## config.mk

```make
export PLATFORM = sky130hd
export DESIGN_NAME = crc_checked_frame_receiver_unit_flat
export DESIGN_NICKNAME = d
export VERILOG_FILES = /design/src/rtl/cfr_pkg.sv /design/src/rtl/cfr_if.sv /design/src/rtl/cfr_crc_byte.sv /design/src/rtl/cfr_parser.sv /design/src/rtl/crc_checked_frame_receiver_unit.sv /design/src/flat_wrapper.sv
export SDC_FILE = /design/constraint.sdc
export NUM_CORES = 1
export LEC_CHECK = 0
export BUFFER_PORTS_ARGS = -buffer_cell sky130_fd_sc_hd__buf_2
export CAP_MARGIN = 30
export CORE_ASPECT_RATIO = 0.6
export CORE_MARGIN = 2
export CORE_UTILIZATION = 40
export CTS_CLUSTER_DIAMETER = 40
export DETAILED_ROUTE_END_ITERATION = 10
export SYNTH_ARGS = -nofsm -noshare
export SYNTH_HDL_FRONTEND = slang
export SYNTH_SLANG_ARGS = --single-unit
```

## constraint.sdc

```tcl
create_clock -name clk_i -period 1.9 [get_ports clk_i]
set_input_delay 0 -clock clk_i [delete_from_list [all_inputs] [get_ports clk_i]]
set_output_delay 0 -clock clk_i [all_outputs]
set_load 0.03 [all_outputs]
```

## src/rtl/cfr_pkg.sv

```systemverilog
`timescale 1ns / 1ps
// ----------------------------------------------------------------------------
// cfr_pkg
// Shared types and constants of the CRC-checked frame receiver.
// ----------------------------------------------------------------------------
package cfr_pkg;

  localparam logic [7:0]  HDR1_BYTE     = 8'hA5;
  localparam logic [7:0]  HDR2_BYTE     = 8'h5A;
  localparam logic [7:0]  TRAILER_BYTE  = 8'hFF;
  localparam logic [15:0] CRC_INIT      = 16'hFFFF;
  localparam logic [15:0] CRC_POLY      = 16'hA001;
  localparam logic [7:0]  TRIGGER_RESET = 8'h21;

  typedef enum logic [2:0] {
    PH_HUNT    = 3'd0,
    PH_HDR2    = 3'd1,
    PH_LEN     = 3'd2,
    PH_CODE    = 3'd3,
    PH_PAYLOAD = 3'd4,
    PH_CRC_HI  = 3'd5,
    PH_CRC_LO  = 3'd6,
    PH_TRAILER = 3'd7
  } phase_e;

  typedef struct packed {
    logic [7:0] frame_code;
    logic [7:0] payload_length;
    logic [7:0] first_payload;
    logic       trigger_hit;
  } frame_t;

endpackage

```

## src/rtl/cfr_if.sv

```systemverilog
`timescale 1ns / 1ps
// ----------------------------------------------------------------------------
// cfr_if
// Valid/ready channels of the frame receiver: byte in, frame out, config.
// ----------------------------------------------------------------------------
interface cfr_byte_if;
  logic       valid;
  logic       ready;
  logic [7:0] rx_byte;
  modport source (output valid, output rx_byte, input ready);
  modport sink   (input valid, input rx_byte, output ready);
endinterface

interface cfr_frame_if;
  logic       valid;
  logic       ready;
  logic [7:0] frame_code;
  logic [7:0] payload_length;
  logic [7:0] first_payload;
  logic       trigger_hit;
  modport source (output valid, output frame_code, output payload_length,
                  output first_payload, output trigger_hit, input ready);
  modport sink   (input valid, input frame_code, input payload_length,
                  input first_payload, input trigger_hit, output ready);
endinterface

interface cfr_cfg_if;
  logic       valid;
  logic       ready;
  logic [7:0] data;
  modport source (output valid, output data, input ready);
  modport sink   (input valid, input data, output ready);
endinterface

```

## src/rtl/cfr_crc_byte.sv

```systemverilog
`timescale 1ns / 1ps
// ----------------------------------------------------------------------------
// cfr_crc_byte
// One-byte CRC-16/MODBUS update, reflected, eight bit steps.
// ----------------------------------------------------------------------------
module cfr_crc_byte
  import cfr_pkg::*;
(
  input  logic [15:0] crc_i,
  input  logic [7:0]  data_i,
  output logic [15:0] crc_o
);

  always_comb begin
    logic [15:0] c;
    c = crc_i ^ {8'h00, data_i};
    for (int k = 0; k < 8; k++) begin
      if (c[0]) begin
        c = (c >> 1) ^ CRC_POLY;
      end else begin
        c = c >> 1;
      end
    end
    crc_o = c;
  end

endmodule

```

## src/rtl/cfr_parser.sv

```systemverilog
`timescale 1ns / 1ps
// ----------------------------------------------------------------------------
// cfr_parser
// Frame state machine: header hunt, running CRC, trailer check, result.
// ----------------------------------------------------------------------------
module cfr_parser
  import cfr_pkg::*;
(
  input  logic       clk_i,
  input  logic       rst_ni,
  input  logic       step_i,
  input  logic [7:0] byte_i,
  input  logic [7:0] trigger_i,
  output logic       res_valid_o,
  output frame_t     res_o
);

  phase_e      phase_q, phase_d;
  logic [15:0] crc_q, crc_d;
  logic [7:0]  crc_hi_q, crc_hi_d;
  logic [7:0]  left_q, left_d;
  logic [7:0]  len_q, len_d;
  logic [7:0]  code_q, code_d;
  logic [7:0]  first_q, first_d;
  logic        restart;
  logic [15:0] crc_in;
  logic [15:0] crc_next;
  logic        is_hdr1;
  logic [7:0]  left_dec;

  assign is_hdr1  = (byte_i == HDR1_BYTE);
  assign left_dec = left_q - 8'd1;
  assign restart  = (phase_q == PH_HUNT) || (phase_q == PH_HDR2 && byte_i != HDR2_BYTE)
                 || (phase_q == PH_CRC_LO) || (phase_q == PH_TRAILER);
  assign crc_in   = restart ? CRC_INIT : crc_q;

  cfr_crc_byte u_crc (
    .crc_i  (crc_in),
    .data_i (byte_i),
    .crc_o  (crc_next)
  );

  // next state
  always_comb begin
    phase_d  = phase_q;
    crc_d    = crc_q;
    crc_hi_d = crc_hi_q;
    left_d   = left_q;
    len_d    = len_q;
    code_d   = code_q;
    first_d  = first_q;
    unique case (phase_q)
      PH_HUNT: begin
        if (is_hdr1) begin
          phase_d = PH_HDR2;
          crc_d   = crc_next;
        end
      end
      PH_HDR2: begin
        if (byte_i == HDR2_BYTE) begin
          phase_d = PH_LEN;
          crc_d   = crc_next;
        end else if (is_hdr1) begin
          crc_d = crc_next;
        end else begin
          phase_d = PH_HUNT;
        end
      end
      PH_LEN: begin
        len_d   = byte_i;
        crc_d   = crc_next;
        phase_d = PH_CODE;
      end
      PH_CODE: begin
        code_d  = byte_i;
        crc_d   = crc_next;
        left_d  = len_q;
        phase_d = (len_q == 8'd0) ? PH_CRC_HI : PH_PAYLOAD;
      end
      PH_PAYLOAD: begin
        if (left_q == len_q) begin
          first_d = byte_i;
        end
        crc_d  = crc_next;
        left_d = left_dec;
        if (left_dec == 8'd0) begin
          phase_d = PH_CRC_HI;
        end
      end
      PH_CRC_HI: begin
        crc_hi_d = byte_i;
        phase_d  = PH_CRC_LO;
      end
      PH_CRC_LO: begin
        if ({crc_hi_q, byte_i} == crc_q) begin
          phase_d = PH_TRAILER;
        end else if (is_hdr1) begin
          phase_d = PH_HDR2;
          crc_d   = crc_next;
        end else begin
          phase_d = PH_HUNT;
        end
      end
      PH_TRAILER: begin
        if (byte_i == TRAILER_BYTE) begin
          phase_d = PH_HUNT;
        end else if (is_hdr1) begin
          phase_d = PH_HDR2;
          crc_d   = crc_next;
        end else begin
          phase_d = PH_HUNT;
        end
      end
      default: phase_d = PH_HUNT;
    endcase
  end

  // result
  always_comb begin
    res_valid_o          = (phase_q == PH_TRAILER) && (byte_i == TRAILER_BYTE);
    res_o.frame_code     = code_q;
    res_o.payload_length = len_q;
    res_o.first_payload  = first_q;
    res_o.trigger_hit    = (first_q == trigger_i);
  end

  always_ff @(posedge clk_i or negedge rst_ni) begin
    if (!rst_ni) begin
      phase_q  <= PH_HUNT;
      crc_q    <= CRC_INIT;
      crc_hi_q <= 8'd0;
      left_q   <= 8'd0;
      len_q    <= 8'd0;
      code_q   <= 8'd0;
      first_q  <= 8'd0;
    end else if (step_i) begin
      phase_q  <= phase_d;
      crc_q    <= crc_d;
      crc_hi_q <= crc_hi_d;
      left_q   <= left_d;
      len_q    <= len_d;
      code_q   <= code_d;
      first_q  <= first_d;
    end
  end

  a_payload_nonzero: assert property (@(posedge clk_i) disable iff (!rst_ni)
    phase_q == PH_PAYLOAD |-> left_q != 8'd0)
    else $error("payload phase with no bytes left");

  a_result_rehunt: assert property (@(posedge clk_i) disable iff (!rst_ni)
    step_i && res_valid_o |=> phase_q == PH_HUNT)
    else $error("no return to hunt after a good frame");

  a_last_payload: assert property (@(posedge clk_i) disable iff (!rst_ni)
    step_i && phase_q == PH_PAYLOAD && left_q == 8'd1 |=> phase_q == PH_CRC_HI)
    else $error("last payload byte did not lead to CRC");

  a_hold_idle: assert property (@(posedge clk_i) disable iff (!rst_ni)
    !step_i |=> $stable(phase_q) && $stable(crc_q))
    else $error("parser state moved without a transfer");

endmodule

```

## src/rtl/crc_checked_frame_receiver_unit.sv

```systemverilog
`timescale 1ns / 1ps
// ----------------------------------------------------------------------------
// crc_checked_frame_receiver_unit
// Byte-stream deframer with CRC-16/MODBUS check and trigger compare.
// Output: a trailer byte taken on rx_i goes through the input register and the
//   parser; the result register then raises frame_o.valid.
// Throughput: one byte per cycle while no result waits on frame_o.ready; the byte CRC update is one combinational step.
// Reset: hunting for the first header, CRC FFFF, held fields 0, trigger 0x21.
// ----------------------------------------------------------------------------
module crc_checked_frame_receiver_unit
  import cfr_pkg::*;
(
  input  logic  clk_i,
  input  logic  rst_ni,
  cfr_byte_if.sink    rx_i,
  cfr_cfg_if.sink     cfg_i,
  cfr_frame_if.source frame_o
);

  logic       in_valid_q;
  logic [7:0] in_byte_q;
  logic [7:0] trigger_q;
  logic       out_valid_q;
  frame_t     out_q;
  logic       step;
  logic       res_valid;
  frame_t     res;

  assign step        = in_valid_q && (!out_valid_q || frame_o.ready);
  assign rx_i.ready  = !in_valid_q || step;
  assign cfg_i.ready = 1'b1;

  always_ff @(posedge clk_i or negedge rst_ni) begin
    if (!rst_ni) begin
      trigger_q <= TRIGGER_RESET;
    end else if (cfg_i.valid) begin
      trigger_q <= cfg_i.data;
    end
  end

  // input register
  always_ff @(posedge clk_i or negedge rst_ni) begin
    if (!rst_ni) begin
      in_valid_q <= 1'b0;
    end else if (rx_i.ready) begin
      in_valid_q <= rx_i.valid;
    end
  end

  always_ff @(posedge clk_i) begin
    if (rx_i.ready && rx_i.valid) begin
      in_byte_q <= rx_i.rx_byte;
    end
  end

  cfr_parser u_parser (
    .clk_i       (clk_i),
    .rst_ni      (rst_ni),
    .step_i      (step),
    .byte_i      (in_byte_q),
    .trigger_i   (trigger_q),
    .res_valid_o (res_valid),
    .res_o       (res)
  );

  // result register
  always_ff @(posedge clk_i or negedge rst_ni) begin
    if (!rst_ni) begin
      out_valid_q <= 1'b0;
    end else if (step) begin
      out_valid_q <= res_valid;
    end else if (frame_o.ready) begin
      out_valid_q <= 1'b0;
    end
  end

  always_ff @(posedge clk_i) begin
    if (step && res_valid) begin
      out_q <= res;
    end
  end

  assign frame_o.valid          = out_valid_q;
  assign frame_o.frame_code     = out_q.frame_code;
  assign frame_o.payload_length = out_q.payload_length;
  assign frame_o.first_payload  = out_q.first_payload;
  assign frame_o.trigger_hit    = out_q.trigger_hit;

  a_no_overwrite: assert property (@(posedge clk_i) disable iff (!rst_ni)
    out_valid_q && !frame_o.ready |-> !step)
    else $error("pending result overwritten");

  a_step_needs_byte: assert property (@(posedge clk_i) disable iff (!rst_ni)
    step |-> in_valid_q)
    else $error("parser advanced on an empty input register");

  a_result_drains: assert property (@(posedge clk_i) disable iff (!rst_ni)
    out_valid_q && frame_o.ready && !step |=> !out_valid_q)
    else $error("taken result not cleared");

endmodule
```

## src/flat_wrapper.sv

```systemverilog
// flat-port wrapper written by rule: the top's interface ports become plain ports
module crc_checked_frame_receiver_unit_flat import cfr_pkg::*;
  (clk_i, rst_ni, rx_i_valid, rx_i_rx_byte, rx_i_ready, cfg_i_valid, cfg_i_data, cfg_i_ready, frame_o_valid, frame_o_frame_code, frame_o_payload_length, frame_o_first_payload, frame_o_trigger_hit, frame_o_ready);
  cfr_byte_if rx_i_i ();
  cfr_cfg_if cfg_i_i ();
  cfr_frame_if frame_o_i ();
  input  logic clk_i;
  input  logic rst_ni;
  input wire logic [$bits(rx_i_i.valid)-1:0] rx_i_valid;
  input wire logic [$bits(rx_i_i.rx_byte)-1:0] rx_i_rx_byte;
  output wire logic [$bits(rx_i_i.ready)-1:0] rx_i_ready;
  input wire logic [$bits(cfg_i_i.valid)-1:0] cfg_i_valid;
  input wire logic [$bits(cfg_i_i.data)-1:0] cfg_i_data;
  output wire logic [$bits(cfg_i_i.ready)-1:0] cfg_i_ready;
  output wire logic [$bits(frame_o_i.valid)-1:0] frame_o_valid;
  output wire logic [$bits(frame_o_i.frame_code)-1:0] frame_o_frame_code;
  output wire logic [$bits(frame_o_i.payload_length)-1:0] frame_o_payload_length;
  output wire logic [$bits(frame_o_i.first_payload)-1:0] frame_o_first_payload;
  output wire logic [$bits(frame_o_i.trigger_hit)-1:0] frame_o_trigger_hit;
  input wire logic [$bits(frame_o_i.ready)-1:0] frame_o_ready;
  assign rx_i_i.valid = rx_i_valid;
  assign rx_i_i.rx_byte = rx_i_rx_byte;
  assign rx_i_ready = rx_i_i.ready;
  assign cfg_i_i.valid = cfg_i_valid;
  assign cfg_i_i.data = cfg_i_data;
  assign cfg_i_ready = cfg_i_i.ready;
  assign frame_o_valid = frame_o_i.valid;
  assign frame_o_frame_code = frame_o_i.frame_code;
  assign frame_o_payload_length = frame_o_i.payload_length;
  assign frame_o_first_payload = frame_o_i.first_payload;
  assign frame_o_trigger_hit = frame_o_i.trigger_hit;
  assign frame_o_i.ready = frame_o_ready;
  crc_checked_frame_receiver_unit u_core (.clk_i(clk_i), .rst_ni(rst_ni), .rx_i(rx_i_i), .cfg_i(cfg_i_i), .frame_o(frame_o_i));
endmodule
```

## After elaboration in Yosys (flattened, before gate mapping)

Index checks and enable logic that the tools add are counted.

- Register bits after elaboration: 102
- Bits of input ports: 21
- Output and inout port bits: 28
- Logic and storage cells: 96

- $add $sub $neg: 1
- Equality and inequality tests: 19
- Muxes and demuxes: 26
- Bitwise logic cells: 9
- Reductions and logical operators: 26

Operators with widths:

| cell | count |
|---|---|
| two-way mux 16 bit | 13 |
| one-hot mux 16 bit (5 select lines) | 1 |
| inverter 2 -> 3 bit | 8 |
| one-hot mux 3 bit (8 select lines) | 1 |
| two-way mux 3 bit | 6 |
| equality test 16 bit | 1 |
| equality test 8 bit | 2 |
| equality test 8 bit (second input constant) | 2 |
| logical NOT 8 bit | 2 |
| one-hot mux 8 bit (2 select lines) | 1 |
| XOR 16 x 8 -> 16 bit | 1 |
| equality test 3 bit (second input constant) | 4 |
| equality test 8 x 7 -> 1 bit (second input constant) | 1 |
| != test 2 bit (second input constant) | 4 |
| != test 8 x 7 -> 1 bit (second input constant) | 1 |
| AND reduction 2 bit | 4 |
| AND reduction 4 bit | 2 |
| subtractor 8 x 1 -> 8 bit (second input constant) | 1 |
| equality test 3 x 2 -> 1 bit (second input constant) | 2 |
| logical AND 1 bit | 5 |
| logical OR 1 bit | 5 |
| nonzero test 5 bit | 1 |
| two-way mux 1 bit | 4 |
| nonzero test 2 bit | 2 |
| 6 further kinds | 7 |

## Depth between registers and ports, before layout

- Word-level depth: 26
- Mapped depth: 9
- Gate-level depth less buffers: 9

## By module

From an unflattened synthesis, not the netlist that was laid out.

- Cells, all modules: 379
- Area, all modules: 5029.8 sq um

Modules (own cells, without submodules):

| module | instances | cells each | area an instance (sq um) |
|---|---|---|---|
| cfr_parser | 1 | 288 | 3313.2 |
| crc_checked_frame_receiver_unit | 1 | 62 | 1432.6 |
| cfr_crc_byte | 1 | 29 | 284.0 |

## Least setup slack after synthesis

OpenSTA, ideal clock, no wires.

- Path kind: flip-flop to flip-flop
- Start: register u_core.u_parser.left_q[0]
- End: register u_core.u_parser.phase_q[0]
- Arrival time: 1.971 ns
- Data required time: 1.766 ns
- Path slack: -0.205 ns
- Cell stages (with the launch flop): 10
- Cell sequence: dfrtp_1 -> inv_1 -> ha_1 -> or3b_1 -> o31ai_1 -> nand4_1 -> a21oi_1 -> o21ai_1 -> o31ai_1 -> o31ai_1

- Longest elaborated chain between the ends: 4

Ends and longest elaborated chain:

| what | RTL line | source |
|---|---|---|
| from (decl) | cfr_parser.sv:21 | `logic [7:0] left_q, left_d;` |
| from (signal assigned) | cfr_parser.sv:140 | `left_q <= left_d;` |
| subtractor 8 x 1 -> 8 bit | cfr_parser.sv:32 | `assign left_dec = left_q - 8'd1;` |
| logical NOT 8 bit | cfr_parser.sv:86 | `if (left_dec == 8'd0) begin` |
| != test 2 bit (no line) | - |  |
| AND reduction 4 bit (no line) | - |  |
| to (signal assigned) | cfr_parser.sv:137 | `phase_q <= phase_d;` |
| to (decl) | cfr_parser.sv:18 | `phase_e phase_q, phase_d;` |

Every way passes these cells.
A chain may end at the register's enable or synchronous reset.

## Worst setup path after layout

- Start: register u_core.u_parser.left_q[1]
- End: register u_core.u_parser.phase_q[0]

The elaborated chain is that of the path after synthesis.

==> metrics.cfg <==
[grt]
grt_usage = 0.190
gr-usage-met3 = 0.0389
globalRoute.totalOverflow = 0
first_pass_grt_wire_length_um = 19700
vias_in_the_first_global_route = 3726
top_usage_layer = met1
gr_met1_demand_resource = 0.294
antenna_found_initial = 0
met2_usage = 0.268
grt_max_degree = 70

[setup_path]
reg2regPathDepth = 9
startpoint = u_core.u_parser.left_q[1]
cp-start-kind = register
timing.rr.end = u_core.u_parser.phase_q[0]
worst-setup-path-type = reg2reg
timing.reg2reg.setup_slack_ps = -170
critical_path_arrival_ps = 2290
r2r-start = u_core.u_parser.left_q[1]
worstPathMaxFanout = 4
critPathCaptureType = register
worst-endpoint-required_ps = 2120

[die]
width_of_the_chip_um = 149
die_area_um2 = 13500
design.core.area_um2 = 12100
core.rowCount = 31
ioPinCount = 49
initial_utilization = 0.413
die_h_um = 90.8

[layout]
largest_register = u_core.u_parser.crc_q
post-route-util = 0.567
synthToLayoutAreaGrowth_pct = 37.1
post_route_cells_drive_above_1_share = 0.473
final-instance-count-excl-fill = 729
layout_common_cells = buf_4, dfrtp_1, buf_2
layout_commonest_cell = buf_4
largest_register_ff_count = 16
diode_insertion_count_for_antenna_repair = 0
fin_nets = 582

[timing]
timing_hold_violations_final = 0
fin_crit_ps = 2070
final_min_period_over_clock_period = 1.09
setup-violations-final = 52
holdWs_ps = 55.6
fin_worst_skew_ps = 7.83
timing.final.max_slew_violations = 0
final.setup.worst_slack_ps = -174
maxClockFrequency_mhz = 482
rsz_0062_raised_after_global_routing = true

[drt]
vias = 3619
vias_per_cell = 4.96
route.detailed.drc = 0
postRouteWirelength_um = 12000
postRouteAntennaNets = 0
detailedRoute.firstPassIterationCount = 4
dr.first_iter.drc_count = 162
wl_per_cell_um = 16.5

[clock_network]
clk_transition_reported_paths_ps = 70
ctsLongestPathBuffers = 2
cts_htree_levels = 3
cts_tree = done
clock_insertion_delay_worst_skew_ps = 350
tritoncts.num_buffers = 9
clock_sink_count = 102
clock_tree.root_cell = clkbuf_16

[synthesis]
synth_warnings = 0
yosysTopAreaCell = dfrtp_1
post_synth.cell_area_avg_um2 = 12.0
postSynth.topFlopCell = dfrtp_1
mappedNetlistNets = 442
ys_ff_latch = 102
async_flop_share = 0.676
number_of_distinct_library_cells_after_synthesis = 54
post_synthesis_sequential_area_ratio = 0.546
synth_edf_count = 33
syn_area_um2 = 5020
synth_top_area_share = 0.254
cell_count_after_synthesis = 419
ys_top_cells_by_area = dfrtp_1, edfxtp_1, dfstp_2, mux2_2, xnor2_1

[status]
status = finished with violations
violations = negative setup slack

[power_and_ir_drop]
total_leakage_power_uw = 0.00299
max-vdd-ir-drop_mv = 0.411
report.power.total_uw = 6200
powerDensity_nw_per_um2 = 901

[min_path]
min_from = cfg_i_valid
min_delay_worst_endpoint = u_core.trigger_q[1]
worst_hold_path.num_cells = 2
holdCritPathClass = in2reg

[placed_design]
gpl.final_weighted_congestion = 0.902
numPlacedInstances = 682
port-buffer-count = 47
post_detailed_placement_half_perimeter_wirelength_um = 8370

[flow_run]
cap_viol_max_count = 0

==> per-layer routing <==
metal  part of all wire  up-vias
li1                   -     1760
met2               0.42       73
met5                  0        -
met4             0.0093        0
met1               0.53     1774
met3              0.041       12
==> through the flow <==
stage	setup TNS [ps]	setup slack (ps)	instance area (um^2)
4_1_cts	-3390	-229	6730
2_1_floorplan	-765	-191	5070
6_report	-3010	-174	6880
3_3_place_gp	-9130	-222	5960
5_1_grt	-6870	-294	6880
3_5_place_dp	-10530	-298	5960
==> cell type report <==
class                      count  area [um^2]
multi-input combinational    288         2380
clock buffer                  10          239
fill                        1029         5260
sequential                   102         2740
clock inverter                 6         65.1
tap                          165          206
inverter                       4         18.8
timing repair buffer         154         1230
==> critical path: stages, from the launching register on <==
cell	delay [ps]
dfrtp_1	390
inv_2	80
ha_4	130
or3b_4	400
o31ai_4	200
nand4_1	160
a21oi_2	160
o21ai_2	90
o31ai_1	230
o31ai_1	110
==> cell usage after synthesis (8+ instances only) <==
master,number
a21oi_1,12
clkbuf_1,13
dfrtp_1,51
dfstp_2,18
edfxtp_1,33
mux2_2,41
nand2_1,28
nand4_1,8
nor2_1,32
nor4_1,9
o21ai_0,18
o21ai_1,10
xnor2_1,40
xor2_1,23
==> power breakdown <==
group          total [uW]  internal, uW  switching (uW)
logic                1610           851             762
registers            2730          2530             204
clock network        1850           964             886
==> cell families (layout without fill, tap and decap cells) <==
logic type,after synthesis,in the layout,share of synthesized area
mux,45,45,0.101
fa+ha+maj,2,2,0.00499
other cells,1,1,0.000747
compound gates,60,60,0.0736
xor+xnor,65,65,0.118
simple gates,115,115,0.128
flops,102,102,0.546
buf+inv,29,174,0.0279
==> timing repair <==
item | 4_1_cts | 5_1_grt
hold buffers | 20 | 0
cloned | 3 | 0
resized for setup | 40 | 31
pin swaps | 9 | 18
buffers inserted | 5 | 3
endpoints found under the setup margin | 53 | 56
endpoints found under the hold margin | 87 | 0
==> worst max-delay path by stage <==
stage	end	depth (start not counted)
floorplan	u_core.u_parser.phase_q[0]	9
global placement	u_core.frame_o.payload_length[1]	5
detailed placement	u_core.u_parser.phase_q[0]	9
CTS	u_core.u_parser.phase_q[0]	9
global route	u_core.u_parser.crc_q[7]	7
finish	u_core.u_parser.phase_q[0]	9
Power figures use the tool's default switching activity.
